### src/rtl/hmts_pkg.sv
// hmts_pkg: shared types, constants and register codes of the heightmap triangle sampler
`timescale 1ns / 1ps

package hmts_pkg;

  // grid storage
  localparam int MAX_COLS = 128;
  localparam int MAX_ROWS = 128;
  localparam int GRID_DEPTH = MAX_COLS * MAX_ROWS;
  localparam int COL_W = $clog2(MAX_COLS);
  localparam int ROW_W = $clog2(MAX_ROWS);
  localparam int ADDR_W = $clog2(GRID_DEPTH);

  // field widths
  localparam int HEIGHT_W = 16;
  localparam int POINT_W = 24;
  localparam int RECIP_W = 16;
  localparam int COUNT_W = 8;
  localparam int GRID_W = POINT_W + RECIP_W + 1;
  localparam int FRAC_W = 16;
  localparam int CELL_W = GRID_W - FRAC_W;
  localparam int WEIGHT_W = 9;
  localparam int PROD_W = HEIGHT_W + WEIGHT_W + 1;
  localparam int ACC_W = PROD_W;

  // fallback height when the point is off the grid (-1.0)
  localparam logic signed [HEIGHT_W-1:0] HEIGHT_OUTSIDE = -16'sd256;

  // item operations
  localparam logic OP_WRITE = 1'b0;
  localparam logic OP_SAMPLE = 1'b1;

  // configuration register indexes
  localparam logic [1:0] REG_INV_CELL_WIDTH = 2'd0;
  localparam logic [1:0] REG_INV_CELL_DEPTH = 2'd1;
  localparam logic [1:0] REG_COLS_IN_USE = 2'd2;
  localparam logic [1:0] REG_ROWS_IN_USE = 2'd3;

  // corner of the chosen triangle
  typedef enum logic [1:0] {
    CORNER_BASE = 2'd0,
    CORNER_MID  = 2'd1,
    CORNER_FAR  = 2'd2
  } corner_t;

  typedef struct packed {
    logic                       operation;
    logic [6:0]                 column;
    logic [6:0]                 row;
    logic signed [HEIGHT_W-1:0] height_value;
    logic signed [POINT_W-1:0]  point_x;
    logic signed [POINT_W-1:0]  point_y;
  } in_item_t;

  typedef struct packed {
    logic signed [HEIGHT_W-1:0] height;
    logic                       outside;
  } out_item_t;

  // controller to datapath
  typedef struct packed {
    logic    capture;
    logic    mul;
    logic    check;
    corner_t rd_sel;
    logic    mac;
    corner_t mac_sel;
    logic    out_load;
  } cmd_t;

  // datapath to controller
  typedef struct packed {
    logic is_sample;
    logic outside;
    logic out_free;
  } stat_t;

endpackage

### src/rtl/hmts_ctrl.sv
// hmts_ctrl: sequencing state machine of the heightmap triangle sampler
`timescale 1ns / 1ps

module hmts_ctrl import hmts_pkg::*; (
  input  logic  clk,
  input  logic  rst,
  input  logic  in_valid,
  output logic  in_stall,
  input  stat_t stat,
  output cmd_t  cmd
);

  typedef enum logic [7:0] {
    S_IDLE  = 8'b0000_0001,
    S_MUL   = 8'b0000_0010,
    S_CHECK = 8'b0000_0100,
    S_RD0   = 8'b0000_1000,
    S_RD1   = 8'b0001_0000,
    S_RD2   = 8'b0010_0000,
    S_MAC   = 8'b0100_0000,
    S_DONE  = 8'b1000_0000
  } state_t;

  state_t state;
  state_t state_next;
  logic   accept;

  assign in_stall = (state != S_IDLE);
  assign accept = in_valid && (state == S_IDLE);

  // state register
  always_ff @(posedge clk) begin
    if (rst) begin
      state <= S_IDLE;
    end else begin
      state <= state_next;
    end
  end

  // next state and commands
  always_comb begin
    state_next = state;
    cmd = '0;
    cmd.rd_sel = CORNER_BASE;
    cmd.mac_sel = CORNER_BASE;
    unique case (state)
      S_IDLE: begin
        cmd.capture = accept;
        if (accept && stat.is_sample) begin
          state_next = S_MUL;
        end
      end
      S_MUL: begin
        cmd.mul = 1'b1;
        state_next = S_CHECK;
      end
      S_CHECK: begin
        cmd.check = 1'b1;
        state_next = stat.outside ? S_DONE : S_RD0;
      end
      S_RD0: begin
        cmd.rd_sel = CORNER_BASE;
        state_next = S_RD1;
      end
      S_RD1: begin
        cmd.rd_sel = CORNER_MID;
        cmd.mac = 1'b1;
        cmd.mac_sel = CORNER_BASE;
        state_next = S_RD2;
      end
      S_RD2: begin
        cmd.rd_sel = CORNER_FAR;
        cmd.mac = 1'b1;
        cmd.mac_sel = CORNER_MID;
        state_next = S_MAC;
      end
      S_MAC: begin
        cmd.mac = 1'b1;
        cmd.mac_sel = CORNER_FAR;
        state_next = S_DONE;
      end
      S_DONE: begin
        cmd.out_load = stat.out_free;
        if (stat.out_free) begin
          state_next = S_IDLE;
        end
      end
      default: begin
        state_next = S_IDLE;
      end
    endcase
  end

endmodule

### config.mk
export PLATFORM = sky130hd
export DESIGN_NAME = hmts_ctrl
export DESIGN_NICKNAME = d
export VERILOG_FILES = /design/src/rtl/hmts_pkg.sv /design/src/rtl/hmts_ctrl.sv
export SDC_FILE = /design/constraint.sdc
export NUM_CORES = 1
export LEC_CHECK = 0
export CELL_PAD_IN_SITES_DETAIL_PLACEMENT = 0
export CELL_PAD_IN_SITES_GLOBAL_PLACEMENT = 1
export CORE_AREA = 2 2 39 41
export CTS_BUF_LIST = sky130_fd_sc_hd__clkbuf_4
export CTS_CLUSTER_DIAMETER = 40
export DETAILED_ROUTE_END_ITERATION = 10
export DIE_AREA = 0 0 41 43
export DONT_BUFFER_PORTS = 1
export PLACE_DENSITY_LB_ADDON = 0.2
export SLEW_MARGIN = 20
export SYNTH_ARGS = -nofsm -noshare
export SYNTH_HDL_FRONTEND = slang
export SYNTH_SLANG_ARGS = --single-unit
### constraint.sdc
create_clock -name clk -period 1.7 [get_ports clk]
set_input_delay 0.34 -clock clk [delete_from_list [all_inputs] [get_ports clk]]
set_output_delay 0.34 -clock clk [all_outputs]
set_load 0.005 [all_outputs]
==> impl_metrics.py <==
metrics = {
    "logic_synthesis": {
        "netlist_top_cells_count": "dfxtp_1, a21oi_1, nand2_1, nor2_1, nor3_1",
        "synth_most_common_cell": "dfxtp_1",
        "ys_ff_latch": 8,
        "synth-main-ff-cell": "dfxtp_1",
        "ys_seq_area_share_pct": 31.4,
        "syn-cell-area_um2": 510,
        "yosys.area.top_type": "dfxtp_1",
        "yosysTopAreaCellShare_pct": 31.4,
        "synth_area_per_cell_um2": 8.80,
        "async_flop_share_pct": 0,
        "ys_types": 35,
        "synthesis.nets": 64,
        "yosys-top-cells-area": "dfxtp_1, nor4_2, a21oi_1",
        "synthCells": 58,
        "synth_edf_count": 0,
        "yosysWarnings": 0,
    },
    "clock_network": {
        "clock-sinks": 8,
        "h-tree-depth": 1,
        "cts-buffers-inserted": 3,
        "cts_max_path_buffers": 2,
        "path_clk_slew_ns": 0.05,
        "cts_hold_buffers": 0,
        "clockRootBuffer": "clkbuf_4",
        "cts_tree": "yes",
        "clk_latency_ns": 0.25,
    },
    "floorplan": {
        "start_util_pct": 36.9,
        "die_h_um": 43,
        "dieWidth_um": 41,
        "fp.dieArea_um2": 1760,
        "num_io_pins": 16,
        "fp.coreArea_um2": 1380,
        "rows": 14,
    },
    "placed_design": {
        "dpl.cell_count": 76,
        "portBuffers": 0,
        "gp_congestion": 0.758,
        "pre_cts_slack_ns": 0.159,
        "dp_hpwl_um": 865,
    },
    "grt": {
        "antenna_found_initial": 0,
        "grt_max_degree": 8,
        "grt_usage_pct": 15.4,
        "busiest_layer": "met1",
        "grt_pass1_wl_um": 1780,
        "use_met1_pct": 21.8,
        "use_met3_pct": 3.14,
        "gr-total-overflow": 0,
        "grt_use_met2_pct": 20.3,
        "grt_pass1_vias": 407,
    },
    "sta": {
        "period_share_pct": 100,
        "rsz0062_at_grt": "yes",
        "hold_viol": 0,
        "relSlewSlack_pct": 70.4,
        "worstMarginPinSlew_ns": 0.438,
        "fin_ws_ns": -0.0000716,
        "period_needed_ns": 1.70,
        "fin_skew_ns": 0.00537,
        "setup_violations": 1,
        "fmax_mhz": 588,
        "report.final.slew_viol_count": 0,
    },
    "drt": {
        "wl_per_cell_um": 15.0,
        "drtIter0Drc": 7,
        "vias": 464,
        "first_pass_iters": 2,
        "drtAntennaViolNets": 0,
        "viasPerCell": 5.73,
        "drc": 0,
        "wl_um": 1210,
    },
    "pwr": {
        "seq_power_share_pct": 46.4,
        "power_uw": 440,
        "combPwrFrac_pct": 22.3,
        "p_int_uw": 326,
        "max-vdd-ir-drop_uv": 437,
        "p_leak_uw": 0.000233,
        "cellPowerDensity_nw_per_um2": 681,
        "swShare_pct": 25.9,
        "net-switching-power_uw": 114,
        "clock_power_share_pct": 31.3,
    },
    "cells_and_area": {
        "regMostFlops": "state",
        "largest_reg_flops": 8,
        "finalNetCount": 73,
        "antenna-diode-count": 0,
        "syn2layout_area_growth_pct": 26.5,
        "fin_cells": 81,
        "finalCoreUtilization_pct": 46.7,
        "nFillCells": 143,
        "layout-drive-gt1-share_pct": 41.5,
        "reg_top3": "state (8)",
    },
    "worst_setup_path": {
        "worst_setup_path_start_kind": "flop",
        "r2r_end": "state[0]$_SDFFE_PP1P_",
        "cp.required_ns": 1.36,
        "crit_arrival_ns": 1.36,
        "reg2reg_depth": 4,
        "cp_max_fo": 6,
        "critPathKind": "flop to output pin",
        "ff2ff_setup_slack_ns": 0.13,
        "critPathCaptureType": "output pin",
        "reg2reg_from": "state[2]$_SDFFE_PP0P_",
    },
    "hold_path": {
        "hold_path.class": "input pin to flop",
        "holdPathStages": 1,
        "min_from": "rst",
        "hold_path_end": "state[1]$_SDFFE_PP0P_",
    },
    "outcome": {
        "outcome": "complete, but fails checks",
        "violations": "negative setup slack",
    },
    "run": {
        "maxCapViolations": 0,
    },
}
[cell usage in the layout (no fill, tap or decap), drive strengths merged]
master and n:
a211o 1, a211oi 2, a21o 2, a21oi 4, a221o 1, a22o 1
a31o 1, a31oi 1, and2 1, and2b 1, and3 2, and4 1
and4b 1, buf 6, clkbuf 3, dfxtp 8, inv 1, nand2 4
nand2b 1, nand3 1, nand4b 1, nor2 4, nor3 4, nor3b 1
nor4 4, nor4b 2, o211ai 1, o21a 1, or2b 2, or4 1
xor2 1
[metal layers]
layer | part of all wire, % | vias to the layer above | routed length (um)
li1 | - | 242 | -
met4 | 0.99 | 0 | 12
met3 | 4.2 | 2 | 51
met2 | 43 | 11 | 527
met1 | 51 | 209 | 622
met5 | 0 | - | 0
[power groups by stage]
stage | clock network [uW] | logic (uW) | registers, uW
after floorplan | 0 | 63.9 | 204
after global placement | 0 | 84.2 | 205
after detailed placement | 0 | 83.2 | 206
after CTS | 146 | 92.9 | 205
after global routing | 151 | 107 | 204
final | 138 | 98.2 | 204
[worst max-delay path, cell delays in order (launching register included)]
cell     delay, ns
dfxtp_4       0.37
nor4_4        0.36
buf_4         0.19
and4_1        0.20
[worst max-delay path by stage]
stage | from | to | slack, ns | cells past startpoint
floorplan | state[0]$_SDFFE_PP1P_ | cmd[1] | 0.20 | 4
global placement | state[1]$_SDFFE_PP0P_ | state[0]$_SDFFE_PP1P_ | 0.17 | 4
detailed placement | state[1]$_SDFFE_PP0P_ | cmd[1] | 0.16 | 3
CTS | state[5]$_SDFFE_PP0P_ | cmd[3] | 0.002 | 3
global route | state[2]$_SDFFE_PP0P_ | cmd[5] | -0.08 | 3
finish | state[2]$_SDFFE_PP0P_ | cmd[0] | -0.00007 | 3
[logic make-up after synthesis]
group,Yosys count,synth area share (%)
buf+inv,3,2.69
xor+xnor,1,1.72
flops,8,31.4
simple gates,31,42.2
compound gates,15,22.1
[what timing repair did]
item                                    in CTS  in global routing
buffers inserted                             1                  1
endpoints found under the setup margin       6                  9
resized for setup                            7                  9
pin swaps                                    2                  2
[cell type report]
class / instances / area [um^2] / area share [%]
flip-flops and latches: 8 / 169 / 26.2
multi-input cells: 47 / 385 / 59.7
well taps: 16 / 20.0 / 3.10
inverters: 1 / 3.75 / 0.581
repair buffers: 6 / 45.0 / 6.98
clock buffers: 3 / 22.5 / 3.49
[through the flow]
step	area [um^2]	setup TNS, ns	hold slack (ns)
6_report	646	-0.0000716	0.152
5_1_grt	646	-0.389	0.142
4_1_cts	609	0	0.137
3_5_place_dp	551	0	0.414
3_3_place_gp	551	0	0.412
2_1_floorplan	510	0	0.409
(Power assumes the default switching activity.)
